## config.mk

```make
export PLATFORM = sky130hd
export DESIGN_NAME = ppc_cell
export DESIGN_NICKNAME = d
export VERILOG_FILES = /design/src/hw/rtl/ppc_pkg.sv /design/src/hw/rtl/ppc_cell.sv
export SDC_FILE = /design/constraint.sdc
export NUM_CORES = 1
export LEC_CHECK = 0
export BUFFER_PORTS_ARGS = -buffer_cell sky130_fd_sc_hd__buf_2
export CORE_AREA = 8 8 195 197
export CTS_BUF_LIST = sky130_fd_sc_hd__clkbuf_8 sky130_fd_sc_hd__clkbuf_16
export DETAILED_ROUTE_END_ITERATION = 8
export DIE_AREA = 0 0 203 205
export GPL_TIMING_DRIVEN = 0
export PLACE_DENSITY = 0.56
export SYNTH_ARGS = -nofsm -noshare
export SYNTH_HDL_FRONTEND = slang
export SYNTH_SLANG_ARGS = --single-unit
```

## constraint.sdc

```tcl
create_clock -name clk -period 20 [get_ports clk]
set_input_delay 4 -clock clk [delete_from_list [all_inputs] [get_ports clk]]
set_output_delay 4 -clock clk [all_outputs]
set_load 0.01 [all_outputs]
```

## src/hw/rtl/ppc_pkg.sv

```systemverilog
package ppc_pkg;

	localparam int FRAC_BITS   = 15;
	localparam int ONE_FIX     = 1 << FRAC_BITS;
	localparam int NUM_CELLS   = 16;
	localparam int AUX_W       = 25;
	localparam int BYTE_MAX    = 255;
	localparam int RECIP_255   = 8421505;
	localparam int RECIP_SHIFT = 31;

	typedef enum logic [2:0] {
		MODE_ARGB8  = 3'd0,
		MODE_RGBA8  = 3'd1,
		MODE_RGB8   = 3'd2,
		MODE_PREMUL = 3'd3,
		MODE_WIDEN  = 3'd4,
		MODE_PAD    = 3'd5,
		MODE_BLEND  = 3'd6,
		MODE_NONE   = 3'd7
	} ppc_mode_t;

	typedef struct packed {
		logic [15:0] in_alpha;
		logic [15:0] in_red;
		logic [15:0] in_green;
		logic [15:0] in_blue;
		logic [7:0]  back_red;
		logic [7:0]  back_green;
		logic [7:0]  back_blue;
		logic        in_last;
	} ppc_in_t;

	typedef struct packed {
		logic [15:0] out_first;
		logic [15:0] out_second;
		logic [15:0] out_third;
		logic [15:0] out_fourth;
		logic        out_last;
	} ppc_out_t;

	// per-channel division state plus side value for non-dividing modes
	typedef struct packed {
		logic [15:0]      rem;
		logic [15:0]      low;
		logic [15:0]      quo;
		logic             ovf;
		logic [AUX_W-1:0] aux;
	} ppc_chan_t;

	typedef struct packed {
		ppc_chan_t [2:0] ch;
		logic [15:0]     alpha;
		logic [15:0]     first;
		ppc_mode_t       mode;
		logic            last;
	} ppc_work_t;

	// byte to fixed point, (c << FRAC_BITS) / 255 truncated
	function automatic logic [255:0][15:0] widen_table();
		logic [255:0][15:0] t;
		for (int i = 0; i < 256; i++) begin
			t[i] = 16'((i * ONE_FIX) / 255);
		end
		return t;
	endfunction

	localparam logic [255:0][15:0] WIDEN_TAB = widen_table();

	function automatic logic [7:0] sat_byte(input logic [15:0] v);
		return (v > 16'(BYTE_MAX)) ? 8'(BYTE_MAX) : v[7:0];
	endfunction

endpackage

```

## src/hw/rtl/ppc_cell.sv

```systemverilog
module ppc_cell (
	input  logic               clk,
	input  logic               arst_n,
	input  logic               in_valid,
	output logic               in_ready,
	input  ppc_pkg::ppc_work_t in_data,
	output logic               out_valid,
	input  logic               out_ready,
	output ppc_pkg::ppc_work_t out_data
);
	import ppc_pkg::*;

	logic        valid_q;
	ppc_work_t   work_q;
	ppc_work_t   work_d;
	logic [16:0] r2 [3];
	logic        ge [3];

	// one restoring quotient bit for each channel
	always_comb begin
		work_d = in_data;
		for (int i = 0; i < 3; i++) begin
			r2[i] = {in_data.ch[i].rem, in_data.ch[i].low[15]};
			ge[i] = (r2[i] >= {1'b0, in_data.alpha});
			work_d.ch[i].rem = ge[i] ? 16'(r2[i] - {1'b0, in_data.alpha}) : r2[i][15:0];
			work_d.ch[i].low = {in_data.ch[i].low[14:0], 1'b0};
			work_d.ch[i].quo = {in_data.ch[i].quo[14:0], ge[i]};
		end
	end

	assign in_ready = !valid_q || out_ready;

	always_ff @(posedge clk or negedge arst_n) begin
		if (!arst_n) begin
			valid_q <= 1'b0;
		end else if (in_ready) begin
			valid_q <= in_valid;
		end
	end

	always_ff @(posedge clk) begin
		if (in_ready && in_valid) begin
			work_q <= work_d;
		end
	end

	assign out_valid = valid_q;
	assign out_data  = work_q;

endmodule

```

==> impl_metrics.tcl <==
set metrics [dict create \
    slew_headroom_pct 44.18 \
    cts_resized 0 \
    grt_max_degree 72 \
    worst_clock_skew_ps 14.37 \
    yosysUniqueCellTypes 60 \
    grt-ovfl-total 0 \
    setup_viol 0 \
    drive_gt1_share_pct 49.88 \
    critPathRequiredTime_ps 16000 \
    cp-end-kind "primary output" \
    post-cts-setup-buffers 0 \
    port_buffers 515 \
    gp_congestion 0.8621 \
    ir_drop_uv 58.62 \
    via_count 7928 \
    power_density_mw_per_mm2 92.69 \
    period_needed_ps 8400 \
    cts_hold_buf 0 \
    maxCapViolCount 0 \
    register_area_sq_mm 0.007682 \
    synth_top_area_share_pct 71.50 \
    yosys_warnings 0 \
    min_path_type "reg2reg" \
    pre_cts_ws_ps 11600 \
    synth-async-reset-ratio_pct 0.3906 \
    synth_area_leaders "edfxtp_1 72%, ha_1 5.6%, mux2_2 2.5%" \
    cp_max_fo 3 \
    wl_um 41470 \
    final_nets 1524 \
    cts_sinks 256 \
    finalPower_mw 1.380 \
    cts_buffers 29 \
    ios 522 \
    yosys_register_bits 256 \
    die_w_um 203 \
    cts_tree "done" \
    final-max-slew-violation-count 0 \
    synth_edf_count 255 \
    dp_hpwl_um 33770 \
    first_pass_iters 4 \
    startpoint_type "input port" \
    multi_input_area_sq_mm 0.002858 \
    outcome "complete, no violations" \
    p_leak_nw 6.391 \
    avgSynthCellArea_sq_um 16.23 \
    initial_core_util_pct 30.63 \
    finalHoldViolCount 0 \
    drc_errors 0 \
    tightestPinTransition_ps 831.7 \
    n_fill_cell 3333 \
    rsz0062_at_grt "no" \
    grt_antenna_before_repair 19 \
    antenna_left 0 \
    ctsHtreeMaxLevel 1 \
    yosysTopAreaCell "edfxtp_1" \
    area_delta_synth_final_pct 39.04 \
    die_area_sq_mm 0.04162 \
    yosys_most_used_dff "edfxtp_1" \
    synthCells 660 \
    cts_buffer_depth 3 \
    synth_area_sq_mm 0.01071 \
    grt_pass1_vias 8067 \
    fin_hold_ws_ps 541.5 \
    path_class "in2out" \
    setup_tns_ps 0 \
    core_area_sq_mm 0.03496 \
    cts.clk_slew.worst_paths_ps 60 \
    rows 69 \
    vias_per_cell 4.666 \
    wl_per_cell_um 24.41 \
    crit_arrival_ps 4400 \
    timing.final.ws_setup_ps 11600 \
    seq_area_frac_synth_pct 71.74 \
    root_buffer "clkbuf_16" \
    fin_crit_sh_pct 42.00 \
    drtIter0Drc 442 \
    die_h_um 205 \
    grt_pass1_wl_um 56770 \
    grtUsageTotal_pct 18.69 \
    insertion_delay_ps 550 \
    max_freq_ghz 0.1190 \
]
## worst paths after layout
check	startpoint	endpoint	slack (ps)	cells after the start
max	out_ready	in_ready	11600	3
min	out_valid$_DFFE_PN0N_	out_valid$_DFFE_PN0N_	540	2
min in group asynchronous	arst_n	out_valid$_DFFE_PN0N_	3220	1
max in group asynchronous	arst_n	out_valid$_DFFE_PN0N_	16690	1
min reg2reg	out_valid$_DFFE_PN0N_	out_valid$_DFFE_PN0N_	540	2
max reg2reg	out_valid$_DFFE_PN0N_	out_data[163]$_DFFE_PP_	17710	4
## layout make-up
| type | count | area share, % |
|---|---|---|
| tap | 461 | 3.874 |
| clock buffer | 29 | 4.874 |
| inverter | 30 | 0.7563 |
| clock inverter | 24 | 1.311 |
| antenna | 5 | 0.08403 |
| multi-input combinational | 368 | 19.19 |
| sequential | 256 | 51.60 |
| buffer | 8 | 0.4454 |
| timing repair buffer | 518 | 17.87 |
## critical path: stages
cell	delay, ps
buf_2	90
nand2b_1	160
buf_2	150
## cell usage in the layout (no fill, tap or decap), types with 7 or more instances in the layout
cell,count
xnor2_1,28
edfxtp_1,255
o21a_1,13
a21oi_1,45
nand2b_1,8
nand2_1,18
nand3_1,11
xor2_1,8
nor2_1,38
ha_1,48
clkbuf_16,29
inv_1,37
o21ai_0,16
mux2_4,7
a21o_1,14
mux2_2,24
buf_2,517
## Yosys cell counts (4+ instances only)
cell type / count
a21oi_1: 45
edfxtp_1: 255
nor2_1: 38
nand4_1: 4
inv_1: 30
a211oi_1: 6
nor2b_1: 4
mux2_2: 24
xor2_1: 8
a21o_1: 14
o21ai_0: 16
nand2_1: 18
or3_1: 5
nor3_1: 5
xnor2_1: 28
ha_1: 48
mux2_4: 7
mux2i_1: 6
o21a_1: 13
a21oi_2: 4
nand3_1: 11
nand2b_1: 8
o211ai_1: 5
## kinds of logic after synthesis
| logic type | synth area share [%] |
|---|---|
| compound gates | 8.225 |
| xor+xnor | 2.944 |
| fa+ha+maj | 6.169 |
| buf+inv | 1.671 |
| flops | 71.74 |
| mux | 4.171 |
| other cells | 0.03502 |
| simple gates | 5.047 |
## layer usage
metal / vias up / part of all wire [%] / GRT usage, % / wire length [um]
met2: 329 / 51 / 33.66 / 21290
met5: - / 0.37 / 0 / 152
met3: 84 / 11 / 9.092 / 4511
met4: 24 / 2.4 / 4.403 / 999
met1: 3845 / 35 / 19.36 / 14520
li1: 3646 / - / - / -
## state kept, by name (all words and copies together), names as in the netlist
signal,count
out_data,255
out_valid,1
## power by group
part / total (mW) / switching (mW) / internal, mW / leakage (nW)
Combinational: 0.218 / 0.123 / 0.0948 / 3.49
Clock: 0.517 / 0.216 / 0.301 / 0.468
Sequential: 0.645 / 0.00814 / 0.637 / 2.44
## per-stage QoR
step / utilization [%] / cells / area, sq um
final: 42.58 / 1699 / 14890
after detailed placement: 39.91 / 1641 / 13960
after floorplan: - / 662 / 10720
after CTS: 42.55 / 1694 / 14880
after global routing: 42.56 / 1696 / 14880
after global placement: 39.67 / 1638 / 13870
No activity file was read; power rests on OpenSTA's default activity.
