### config.mk
export PLATFORM = sky130hd
export DESIGN_NAME = ppc_back
export DESIGN_NICKNAME = d
export VERILOG_FILES = /design/src/hw/rtl/ppc_pkg.sv /design/src/hw/rtl/ppc_back.sv
export SDC_FILE = /design/constraint.sdc
export NUM_CORES = 1
export LEC_CHECK = 0
export ABC_CLOCK_PERIOD_IN_PS = 2900
export BUFFER_PORTS_ARGS = -buffer_cell sky130_fd_sc_hd__buf_2
export CORE_MARGIN = 2
export CORE_UTILIZATION = 35
export CTS_CLUSTER_DIAMETER = 80
export DETAILED_ROUTE_END_ITERATION = 10
export REMOVE_ABC_BUFFERS = 1
export SETUP_SLACK_MARGIN = 0.5
export SYNTH_ARGS = -nofsm -noshare
export SYNTH_HDL_FRONTEND = slang
export SYNTH_SLANG_ARGS = --single-unit
export TNS_END_PERCENT = 10
### constraint.sdc
create_clock -name clk -period 2.9 [get_ports clk]
set_clock_uncertainty 0.05 [all_clocks]
set_input_delay 0.58 -clock clk [delete_from_list [all_inputs] [get_ports clk]]
set_output_delay 0.58 -clock clk [all_outputs]
set_load 0.05 [all_outputs]
### src/hw/rtl/ppc_pkg.sv
package ppc_pkg;

	localparam int FRAC_BITS   = 15;
	localparam int ONE_FIX     = 1 << FRAC_BITS;
	localparam int NUM_CELLS   = 16;
	localparam int AUX_W       = 25;
	localparam int BYTE_MAX    = 255;
	localparam int RECIP_255   = 8421505;
	localparam int RECIP_SHIFT = 31;

	typedef enum logic [2:0] {
		MODE_ARGB8  = 3'd0,
		MODE_RGBA8  = 3'd1,
		MODE_RGB8   = 3'd2,
		MODE_PREMUL = 3'd3,
		MODE_WIDEN  = 3'd4,
		MODE_PAD    = 3'd5,
		MODE_BLEND  = 3'd6,
		MODE_NONE   = 3'd7
	} ppc_mode_t;

	typedef struct packed {
		logic [15:0] in_alpha;
		logic [15:0] in_red;
		logic [15:0] in_green;
		logic [15:0] in_blue;
		logic [7:0]  back_red;
		logic [7:0]  back_green;
		logic [7:0]  back_blue;
		logic        in_last;
	} ppc_in_t;

	typedef struct packed {
		logic [15:0] out_first;
		logic [15:0] out_second;
		logic [15:0] out_third;
		logic [15:0] out_fourth;
		logic        out_last;
	} ppc_out_t;

	// per-channel division state plus side value for non-dividing modes
	typedef struct packed {
		logic [15:0]      rem;
		logic [15:0]      low;
		logic [15:0]      quo;
		logic             ovf;
		logic [AUX_W-1:0] aux;
	} ppc_chan_t;

	typedef struct packed {
		ppc_chan_t [2:0] ch;
		logic [15:0]     alpha;
		logic [15:0]     first;
		ppc_mode_t       mode;
		logic            last;
	} ppc_work_t;

	// byte to fixed point, (c << FRAC_BITS) / 255 truncated
	function automatic logic [255:0][15:0] widen_table();
		logic [255:0][15:0] t;
		for (int i = 0; i < 256; i++) begin
			t[i] = 16'((i * ONE_FIX) / 255);
		end
		return t;
	endfunction

	localparam logic [255:0][15:0] WIDEN_TAB = widen_table();

	function automatic logic [7:0] sat_byte(input logic [15:0] v);
		return (v > 16'(BYTE_MAX)) ? 8'(BYTE_MAX) : v[7:0];
	endfunction

endpackage

### src/hw/rtl/ppc_back.sv
module ppc_back (
	input  logic               clk,
	input  logic               arst_n,
	input  logic               in_valid,
	output logic               in_ready,
	input  ppc_pkg::ppc_work_t in_data,
	output logic               out_valid,
	input  logic               out_ready,
	output ppc_pkg::ppc_out_t  out_data
);
	import ppc_pkg::*;

	logic        valid_q;
	ppc_out_t    res_q;
	ppc_out_t    res_d;
	logic [23:0] q_x255 [3];
	logic [47:0] prod [3];
	logic [15:0] unp [3];
	logic [15:0] pre [3];
	logic [15:0] bld [3];
	logic [15:0] side [3];

	// scale quotients, finish divide by 255, saturate blend
	always_comb begin
		for (int i = 0; i < 3; i++) begin
			q_x255[i] = {in_data.ch[2-i].quo, 8'b0} - {8'b0, in_data.ch[2-i].quo};
			unp[i]    = in_data.ch[2-i].ovf ? 16'(BYTE_MAX) :
				{8'b0, sat_byte({7'b0, q_x255[i][23:15]})};
			prod[i]   = 48'(in_data.ch[2-i].aux[22:0]) * 48'(RECIP_255);
			pre[i]    = prod[i][RECIP_SHIFT +: 16];
			bld[i]    = {8'b0, sat_byte({6'b0, in_data.ch[2-i].aux[24:15]})};
			side[i]   = in_data.ch[2-i].aux[15:0];
		end
	end

	// channel order per mode
	always_comb begin
		res_d          = '0;
		res_d.out_last = in_data.last;
		case (in_data.mode)
			MODE_ARGB8: begin
				if (in_data.alpha != '0) begin
					res_d.out_first  = in_data.first;
					res_d.out_second = unp[0];
					res_d.out_third  = unp[1];
					res_d.out_fourth = unp[2];
				end
			end
			MODE_RGBA8, MODE_RGB8: begin
				if (in_data.alpha != '0) begin
					res_d.out_first  = unp[0];
					res_d.out_second = unp[1];
					res_d.out_third  = unp[2];
					res_d.out_fourth = (in_data.mode == MODE_RGBA8) ? in_data.first : '0;
				end
			end
			MODE_PREMUL: begin
				res_d.out_first  = in_data.first;
				res_d.out_second = pre[0];
				res_d.out_third  = pre[1];
				res_d.out_fourth = pre[2];
			end
			MODE_WIDEN, MODE_PAD: begin
				res_d.out_first  = in_data.first;
				res_d.out_second = side[0];
				res_d.out_third  = side[1];
				res_d.out_fourth = side[2];
			end
			MODE_BLEND: begin
				res_d.out_first  = bld[0];
				res_d.out_second = bld[1];
				res_d.out_third  = bld[2];
			end
			default: begin
				res_d.out_first = '0;
			end
		endcase
	end

	// output register
	assign in_ready = !valid_q || out_ready;

	always_ff @(posedge clk or negedge arst_n) begin
		if (!arst_n) begin
			valid_q <= 1'b0;
		end else if (in_ready) begin
			valid_q <= in_valid;
		end
	end

	always_ff @(posedge clk) begin
		if (in_ready && in_valid) begin
			res_q <= res_d;
		end
	end

	assign out_valid = valid_q;
	assign out_data  = res_q;

endmodule

==> impl_metrics.tcl <==
set metrics [dict create \
    status "complete, but fails checks" \
    violations "setup timing" \
    clkSinkCount 66 \
    post-route-util_pct 53.2 \
    cts_root_buf "clkbuf_16" \
    period_minus_slack_ns 4.42 \
    pwr-share-seq_pct 16.2 \
    crit_chain "buf_8, ha_4, fa_2, ha_4, fa_1, ha_4, ha_4, a21o_1, a221o_1, a211oi_2, a22oi_2, buf_4, a21oi_4, buf_4, buf_4, xnor2_1, a222oi_1, o21ai_1" \
    p_comb_share_pct 67.1 \
    holdPathEnd "out_data[0]$_DFFE_PP_" \
    p_per_area_nw_per_um2 395 \
    die_height_um 192 \
    drc 0 \
    clock_power_share_pct 16.7 \
    dieArea_um2 37000 \
    grt_pass1_wl_um 66400 \
    crit_path_end_kind "flip-flop" \
    numCtsBuffers 9 \
    hold_ws_ns 0.360 \
    synth_edf_count 65 \
    place_ws_ns -2.20 \
    max-clock-path-buffers 2 \
    drive_gt1_share_pct 40.6 \
    place_area_um2 16600 \
    r2r_cells 3 \
    port-buffer-count 232 \
    grt_pass1_vias 12734 \
    hold_class "in -> reg" \
    stdcell_area_um2 18500 \
    finalSetupViolCount 48 \
    r2r_start "out_valid$_DFFE_PN0N_" \
    syn-cell-area_um2 12400 \
    drt-pass1-iter-count 7 \
    cp_top_family "adder cells" \
    cp_max_fo 2 \
    required_ns 2.94 \
    start_util_pct 35.7 \
    hold_violations 0 \
    tightest_slew_ns 0.822 \
    htree_levels 3 \
    vias 12347 \
    use_met2_pct 40.9 \
    use_met1_pct 29.7 \
    setup_ws_ns -1.52 \
    crit_arrival_ns 4.46 \
    regArea_um2 1980 \
    final_cell_mix "ha_1 (334), buf_4 (333), buf_2 (219)" \
    rsz0062_at_grt "true" \
    grt.overflow.total 0 \
    cp_slowest_cell "fa_2" \
    avgRoutedWirePerCell_um 18.6 \
    maxCapViolations 0 \
    ir_drop_v 0.000289 \
    cpPeakStageDelay_ns 0.54 \
    multi_input_area_um2 11000 \
    reg2reg_slack_ns 1.49 \
    vias_per_cell 5.22 \
    tns_ns -60.76 \
    final_common_cell "ha_1" \
    synth_largest_area_cell "ha_1" \
    regToRegEndpoint "out_data[6]$_DFFE_PP_" \
    ys.flop_type "edfxtp_1" \
    async_flop_share_pct 1.52 \
    coreArea_um2 34700 \
    fill_cells 3130 \
    grt_usage_pct 23.5 \
    top_usage_layer "met2" \
    fin_crit_sh_pct 152 \
    hp-start "in_data[0]" \
    place_hpwl_um 36600 \
    seq_area_frac_synth_pct 15.9 \
    tritoncts "done" \
    yosysTopAreaCellShare_pct 39.6 \
    die_w_um 192 \
    areaGrowthSynthToFinish_pct 48.8 \
    critPathKind "in -> reg" \
    sw_frac_of_total_pct 41.1 \
    ios 329 \
    place.gp.congestion 0.921 \
    max_slew_margin_pct 45.2 \
    critPathLaunchType "primary input" \
    slew_violations 0 \
    ys_ff_latch 66 \
    num_rows 68 \
    crit_top_cell "ha_4" \
    path_clk_slew_ns 0.06 \
    yosys_warnings 0 \
    p_leak_nw 9.53 \
    avgSynthCellArea_um2 9.26 \
    worstHoldPathCells 1 \
    switchingPower_mw 3.00 \
    clkLatencyLatePin_ns 0.34 \
    synth_cell_types 68 \
    use_met3_pct 2.93 \
    yosys-top-cells-area "ha_1 (40%), edfxtp_1 (16%), fa_1 (7.3%)" \
    drtAntennaViolNets 0 \
    grt_max_degree 66 \
    nets 2603 \
    drtIter0Drc 627 \
    syn_inst 1340 \
    antenna_found_initial 3 \
    cp.buffers_inverters 4 \
    maxClockFrequency_ghz 0.226 \
    p_int_mw 4.30 \
    drt_wl_total_um 44100 \
]
## logic make-up after synthesis
| family | count (synthesis) | synth area share, % |
|---|---|---|
| buffers and inverters | 207 | 6.26 |
| XOR/XNOR | 51 | 3.60 |
| adder cells (fa/ha/maj) | 438 | 46.9 |
| multiplexers | 4 | 0.343 |
| AO/OA/AOI/OAI | 275 | 15.1 |
| flip-flops | 66 | 15.9 |
| AND/OR/NAND/NOR | 299 | 11.9 |
## how the worst max path moves through the flow
stage / startpoint / endpoint / slack (ns) / cells after the start
2_1_floorplan: in_data[125] / out_data[29]$_DFFE_PP_ / -1.83 / 15
3_3_place_gp: in_data[206] / out_data[38]$_DFFE_PP_ / -2.14 / 19
3_5_place_dp: in_data[206] / out_data[38]$_DFFE_PP_ / -2.20 / 19
4_1_cts: in_data[58] / out_data[4]$_DFFE_PP_ / -1.54 / 18
5_1_grt: in_data[51] / out_data[4]$_DFFE_PP_ / -1.70 / 18
6_report: in_data[51] / out_data[3]$_DFFE_PP_ / -1.52 / 18
## metrics by stage
stage          power (mW)  cells
2_1_floorplan        3.53   1314
3_3_place_gp         5.19   2337
3_5_place_dp         5.26   2337
4_1_cts              7.02   2361
5_1_grt              7.86   2364
6_report             7.30   2364
## area by class of cell
type | instances | share of cell area, %
repair buffers | 578 | 21.3
multi-input cells | 1067 | 59.5
clock buffers | 9 | 1.22
well taps | 455 | 3.08
flip-flops and latches | 66 | 10.7
clock inverters | 7 | 0.508
diodes | 1 | 0.0136
inverters | 181 | 3.69
## routing by layer
layer,up-vias,share of wire [%]
met5,-,0.061
met4,4,3.3
met3,91,5.3
met2,375,48
met1,5861,43
li1,6016,-
## power by group through the flow
stage	clock [mW]	combinational, mW	sequential, mW
after detailed placement	0	4.06	1.20
final	1.22	4.90	1.18
after floorplan	0	2.09	1.44
after global placement	0	3.98	1.20
after global routing	1.27	5.40	1.19
after CTS	1.23	4.61	1.18
## sequential cells by signal, summed over array words and instances (netlist names)
register / flops
out_data: 65
out_valid: 1
## Yosys cell counts, types with 14 or more instances
| library cell | n |
|---|---|
| a21o_1 | 26 |
| a21oi_1 | 48 |
| a221oi_1 | 16 |
| and2_1 | 14 |
| clkbuf_1 | 26 |
| edfxtp_1 | 65 |
| fa_1 | 45 |
| ha_1 | 393 |
| inv_1 | 181 |
| nand2_1 | 103 |
| nand3_1 | 31 |
| nor2_1 | 51 |
| nor3_1 | 14 |
| o21a_1 | 19 |
| o21ai_0 | 72 |
| xnor2_1 | 31 |
| xor2_1 | 20 |
## repair_timing
action / CTS / global route
endpoints found under the setup margin: 64 / 64
buffers inserted: 7 / 2
endpoints found under the hold margin: 1 / 0
gates resized for setup: 208 / 54
hold buffers: 1 / 0
pin swaps: 145 / 49
Power figures use the tool's default switching activity.
