**config.mk**
```make
export PLATFORM = sky130hd
export DESIGN_NAME = ppc_front
export DESIGN_NICKNAME = d
export VERILOG_FILES = /design/src/hw/rtl/ppc_pkg.sv /design/src/hw/rtl/ppc_front.sv
export SDC_FILE = /design/constraint.sdc
export NUM_CORES = 2
export LEC_CHECK = 0
export ABC_AREA = 1
export BUFFER_PORTS_ARGS = -buffer_cell sky130_fd_sc_hd__buf_4
export CORE_MARGIN = 10
export CORE_UTILIZATION = 46
export DETAILED_ROUTE_END_ITERATION = 7
export SLEW_MARGIN = 20
export SYNTH_ARGS = -nofsm -noshare
export SYNTH_HDL_FRONTEND = slang
export SYNTH_SLANG_ARGS = --single-unit
```
**constraint.sdc**
```tcl
create_clock -name clk -period 12.4 [get_ports clk]
set_clock_uncertainty 0.05 [all_clocks]
set_input_delay 2.48 -clock clk [delete_from_list [all_inputs] [get_ports clk]]
set_output_delay 2.48 -clock clk [all_outputs]
set_load 0.02 [all_outputs]
```
**src/hw/rtl/ppc_pkg.sv**
```systemverilog
package ppc_pkg;

	localparam int FRAC_BITS   = 15;
	localparam int ONE_FIX     = 1 << FRAC_BITS;
	localparam int NUM_CELLS   = 16;
	localparam int AUX_W       = 25;
	localparam int BYTE_MAX    = 255;
	localparam int RECIP_255   = 8421505;
	localparam int RECIP_SHIFT = 31;

	typedef enum logic [2:0] {
		MODE_ARGB8  = 3'd0,
		MODE_RGBA8  = 3'd1,
		MODE_RGB8   = 3'd2,
		MODE_PREMUL = 3'd3,
		MODE_WIDEN  = 3'd4,
		MODE_PAD    = 3'd5,
		MODE_BLEND  = 3'd6,
		MODE_NONE   = 3'd7
	} ppc_mode_t;

	typedef struct packed {
		logic [15:0] in_alpha;
		logic [15:0] in_red;
		logic [15:0] in_green;
		logic [15:0] in_blue;
		logic [7:0]  back_red;
		logic [7:0]  back_green;
		logic [7:0]  back_blue;
		logic        in_last;
	} ppc_in_t;

	typedef struct packed {
		logic [15:0] out_first;
		logic [15:0] out_second;
		logic [15:0] out_third;
		logic [15:0] out_fourth;
		logic        out_last;
	} ppc_out_t;

	// per-channel division state plus side value for non-dividing modes
	typedef struct packed {
		logic [15:0]      rem;
		logic [15:0]      low;
		logic [15:0]      quo;
		logic             ovf;
		logic [AUX_W-1:0] aux;
	} ppc_chan_t;

	typedef struct packed {
		ppc_chan_t [2:0] ch;
		logic [15:0]     alpha;
		logic [15:0]     first;
		ppc_mode_t       mode;
		logic            last;
	} ppc_work_t;

	// byte to fixed point, (c << FRAC_BITS) / 255 truncated
	function automatic logic [255:0][15:0] widen_table();
		logic [255:0][15:0] t;
		for (int i = 0; i < 256; i++) begin
			t[i] = 16'((i * ONE_FIX) / 255);
		end
		return t;
	endfunction

	localparam logic [255:0][15:0] WIDEN_TAB = widen_table();

	function automatic logic [7:0] sat_byte(input logic [15:0] v);
		return (v > 16'(BYTE_MAX)) ? 8'(BYTE_MAX) : v[7:0];
	endfunction

endpackage

```
**src/hw/rtl/ppc_front.sv**
```systemverilog
module ppc_front (
	input  logic               clk,
	input  logic               arst_n,
	input  logic               in_valid,
	output logic               in_ready,
	input  ppc_pkg::ppc_in_t   in_data,
	input  ppc_pkg::ppc_mode_t mode,
	output logic               out_valid,
	input  logic               out_ready,
	output ppc_pkg::ppc_work_t out_data
);
	import ppc_pkg::*;

	logic        valid_q;
	ppc_work_t   work_s1;
	ppc_work_t   work_d;
	logic [23:0] a_x255;
	logic [7:0]  a8;
	logic [15:0] alpha_fix;
	logic [15:0] oma;
	logic [15:0] comp [3];
	logic [7:0]  bg [3];
	logic [31:0] num [3];
	logic [7:0]  c8 [3];
	logic [23:0] c_x255 [3];

	assign comp[0] = in_data.in_red;
	assign comp[1] = in_data.in_green;
	assign comp[2] = in_data.in_blue;
	assign bg[0]   = in_data.back_red;
	assign bg[1]   = in_data.back_green;
	assign bg[2]   = in_data.back_blue;

	// alpha in the forms the modes need
	assign a_x255    = {in_data.in_alpha, 8'b0} - {8'b0, in_data.in_alpha};
	assign a8        = sat_byte({7'b0, a_x255[23:15]});
	assign alpha_fix = WIDEN_TAB[sat_byte(in_data.in_alpha)];
	assign oma       = (in_data.in_alpha > 16'(ONE_FIX)) ? 16'b0 :
		16'(ONE_FIX) - in_data.in_alpha;

	// per-channel setup: dividend, overflow check and side products
	always_comb begin
		work_d       = '0;
		work_d.alpha = in_data.in_alpha;
		work_d.mode  = mode;
		work_d.last  = in_data.in_last;
		for (int i = 0; i < 3; i++) begin
			num[i]    = (32'(comp[i]) << FRAC_BITS) + 32'(in_data.in_alpha[15:1]);
			c8[i]     = sat_byte(comp[i]);
			c_x255[i] = {comp[i], 8'b0} - {8'b0, comp[i]};
			work_d.ch[2-i].rem = num[i][31:16];
			work_d.ch[2-i].low = num[i][15:0];
			work_d.ch[2-i].ovf = (num[i][31:16] >= in_data.in_alpha);
			case (mode)
				MODE_PREMUL: work_d.ch[2-i].aux = AUX_W'(c8[i]) * AUX_W'(alpha_fix);
				MODE_WIDEN:  work_d.ch[2-i].aux = AUX_W'(WIDEN_TAB[c8[i]]);
				MODE_PAD:    work_d.ch[2-i].aux = AUX_W'(c8[i]);
				MODE_BLEND:  work_d.ch[2-i].aux = AUX_W'(c_x255[i]) +
					AUX_W'(oma) * AUX_W'(bg[i]);
				default:     work_d.ch[2-i].aux = '0;
			endcase
		end
		case (mode)
			MODE_ARGB8, MODE_RGBA8: work_d.first = {8'b0, a8};
			MODE_PREMUL:            work_d.first = alpha_fix;
			MODE_WIDEN:             work_d.first = 16'(ONE_FIX);
			MODE_PAD:               work_d.first = 16'(BYTE_MAX);
			default:                work_d.first = '0;
		endcase
	end

	// stage register
	assign in_ready = !valid_q || out_ready;

	always_ff @(posedge clk or negedge arst_n) begin
		if (!arst_n) begin
			valid_q <= 1'b0;
		end else if (in_ready) begin
			valid_q <= in_valid;
		end
	end

	always_ff @(posedge clk) begin
		if (in_ready && in_valid) begin
			work_s1 <= work_d;
		end
	end

	assign out_valid = valid_q;
	assign out_data  = work_s1;

endmodule

```
==> results by group <==
Final layout
  • Fillers: 8,313
  • Multi-input combinational cell area: 28,240 µm²
  • Post-route cell area: 41,620 µm²
  • Area grow syn2layout: 8.678%
  • Post-route insts no fill: 6,432
  • Share of cells above drive strength 1: 0.08380
  • Nets@finish: 6,320
  • FF/Latch Area: 4890 µm²

Setup path
  • Path depth of the worst reg2reg path: 3
  • Crit path launch: in_data[74]
  • Reg2reg start: out_valid
  • Worst EP required: 12.63 ns
  • Crit end category: register
  • Critical path class: input pin to register
  • Critical path peak fanout: 65
  • FF-to-FF End: out_data[108]
  • Flop-to-flop setup slack: 9.89 ns
  • Critical path startpoint category: input pin
  • Worst Setup EP: out_data[205]
  • Crit path arrival time: 9.51 ns

Power and ir drop
  • Worst VDD drop: 0.1020 mV
  • Leakage power: 22.33 nW
  • Power per standard cell area: 110.8 nW/µm²

Floorplanning
  • Core Rows: 105
  • Die X: 308.5 µm
  • Initial Utilization: 0.4656
  • I/O pin count: 356
  • Die H: 308.5 µm
  • Die area: 95,190 µm²
  • Core area: 82,240 µm²

Status
  • Outcome: completed

Placed design
  • Post-DP HPWL: 118.2 mm
  • Dpl cells: 6,396
  • Placed cell areas: 41,010 µm²
  • IO Port Bufs: 304
  • GPL Wtd Cong: 1.019

Drt
  • Vias: 35,400
  • Number of remaining DRC errors: 0
  • DRT iter0 DRCs: 3,594
  • Post-Route WL: 141.7 mm
  • Uppermost routed layer: met5
  • Met2 WL: 62.61 mm
  • Vias per cell: 5.503
  • Wire length on met3: 12.61 mm
  • Antenna viol nets, final: 0
  • Wl on met1: 61.64 mm
  • WL/cell: 22.03 µm
  • First-pass DRT Iterations: 8

CTS
  • Cts repair resizes: 0
  • Clock Latency Late Sink: 0.51 ns
  • Root Driver: clkbuf_16
  • H-tree levels: 4
  • Clock tree buffer depth: 2
  • Post-CTS Setup Bufs: 0
  • Reg clk slew, reported paths: 0.09 ns
  • Hold_buf cts: 0
  • Clock buffer count from CTS: 17
  • CTS sink count: 163
  • CTS tree: yes

Synthesis
  • Post-synthesis async set-or-reset flop share: 0.006135
  • Synth top area share: 0.2760
  • Register area share after synthesis: 0.1277
  • Most common cell in the netlist: inv_1
  • Post-synthesis cell count: 5,145
  • Yosys warnings: 0
  • Post-synth EDFFs: 162
  • Yosys cell types: 51
  • Top cells by area, synth: fa_1 (28%), edfxtp_1 (13%), ha_1 (11%), inv_1 (10%), nand2_1 (10%)
  • Avg Inst Size Synth: 7.443 µm²
  • Commonest cells post-synth: inv_1 (1,061), nand2_1 (1,030), nor2_1 (677)
  • Synthesized cell area: 38,290 µm²
  • Yosys top cell by area: fa_1
  • Main flop type after synthesis: edfxtp_1
  • Register bit total from synthesis: 163

Timing
  • Final hold vios: 0
  • RSZ-0062 raised after global routing: false
  • Max Slew Vio Count: 0
  • Slew margin rel.: 0.3682
  • Setup violators final: 0
  • Final cycle utilization of the critical path: 0.7488
  • Tmin final: 9.286 ns
  • Final setup TNS: 0 ns
  • Fmax: 107.7 MHz
  • Worst-margin pin slew: 0.9477 ns

Global routing
  • First-pass GRT wire length: 215.6 mm
  • Vias in the first global route: 35,140
  • Initial antenna violation count: 6
  • Total track usage: 0.2995
  • Largest net degree at the start of global routing: 66
  • Gr ovfl total: 0

Hold path
  • Hold_sp: out_valid
  • Worst hold path depth: 2
  • Hold WC Path Type: register to register

Flow run
  • Max_cap viols: 0
==> state kept, by name, indices dropped and copies added, names as in the netlist <==
signal     flops
out_data     162
out_valid      1
==> final cells by class <==
| class | instances | share of cell area |
|---|---|---|
| flip-flops and latches | 163 | 0.1175 |
| clock inverters | 14 | 0.003999 |
| repair buffers | 328 | 0.05917 |
| clock buffers | 18 | 0.01031 |
| well taps | 1070 | 0.03217 |
| multi-input cells | 3749 | 0.6785 |
| diodes | 4 | 0.0002405 |
| inverters | 1086 | 0.09813 |
==> metal layers <==
| metal | GRT usage | vias to the layer above |
|---|---|---|
| li1 | - | 16280 |
| met1 | 0.4203 | 17270 |
| met2 | 0.4606 | 1629 |
| met3 | 0.05194 | 217 |
| met4 | 0.1050 | 2 |
| met5 | 0 | - |
==> report_power, final <==
group / internal [W] / leakage [nW] / switching (W)
Clock: 0.000286 / 0.288 / 0.000282
Combinational: 0.00113 / 20.5 / 0.00223
Sequential: 0.000670 / 1.59 / 0.0000237
Total: 0.00208 / 22.3 / 0.00253
==> critical path, stage by stage <==
cell	delay (ns)
buf_4	0.14
inv_1	0.28
ha_1	0.28
nand3_2	0.11
nor2_2	0.24
nand3_1	0.16
nand2_4	0.69
buf_4	0.59
nand3_1	0.69
nor2_1	0.36
fa_1	0.43
inv_1	0.09
fa_1	0.42
fa_1	0.52
inv_1	0.05
fa_1	0.45
ha_1	0.40
a21oi_1	0.34
o21ai_0	0.20
a21oi_1	0.23
nand4_1	0.12
nand3_1	0.11
nand2_1	0.07
==> cells by family after synthesis <==
| kind of cell | synth area share |
|---|---|
| AO/OA/AOI/OAI | 0.05561 |
| AND/OR/NAND/NOR | 0.2664 |
| buffers and inverters | 0.1405 |
| adder cells (fa/ha/maj) | 0.3907 |
| other | 0.00009793 |
| XOR/XNOR | 0.01898 |
| flip-flops | 0.1277 |
==> how the worst min path moves through the flow <==
stage                      endpoint  slack (ns)
final                     out_valid        0.55
after global routing      out_valid        0.59
after CTS                 out_valid        0.56
after detailed placement  out_valid        0.54
after global placement    out_valid        0.53
after floorplan           out_valid        0.72
==> through the flow <==
| stage | hold WS (ns) | utilization | power [W] | worst slack, ns |
|---|---|---|---|---|
| CTS | 0.5557 | 0.5059 | 0.004549 | 3.328 |
| detailed placement | 0.5388 | 0.4987 | 0.003945 | 2.770 |
| global route | 0.5860 | 0.5060 | 0.005018 | 2.859 |
| floorplan | 0.7182 | - | 0.002908 | 1.304 |
| finish | 0.5534 | 0.5060 | 0.004612 | 3.114 |
| global placement | 0.5312 | 0.4987 | 0.003949 | 2.785 |
==> placed cells by master (no fill, tap or decap), types with 28 or more instances in the layout <==
cell type     n
a21oi_1     197
buf_4       328
conb_1       51
edfxtp_1    162
fa_1        528
ha_1        351
inv_1      1061
nand2_1    1030
nand3_1     382
nand3b_1     49
nand4_1     114
nor2_1      677
nor3_1       28
o21ai_0     103
xnor2_1      30
xor2_1       53
Power figures use the tool's default switching activity.
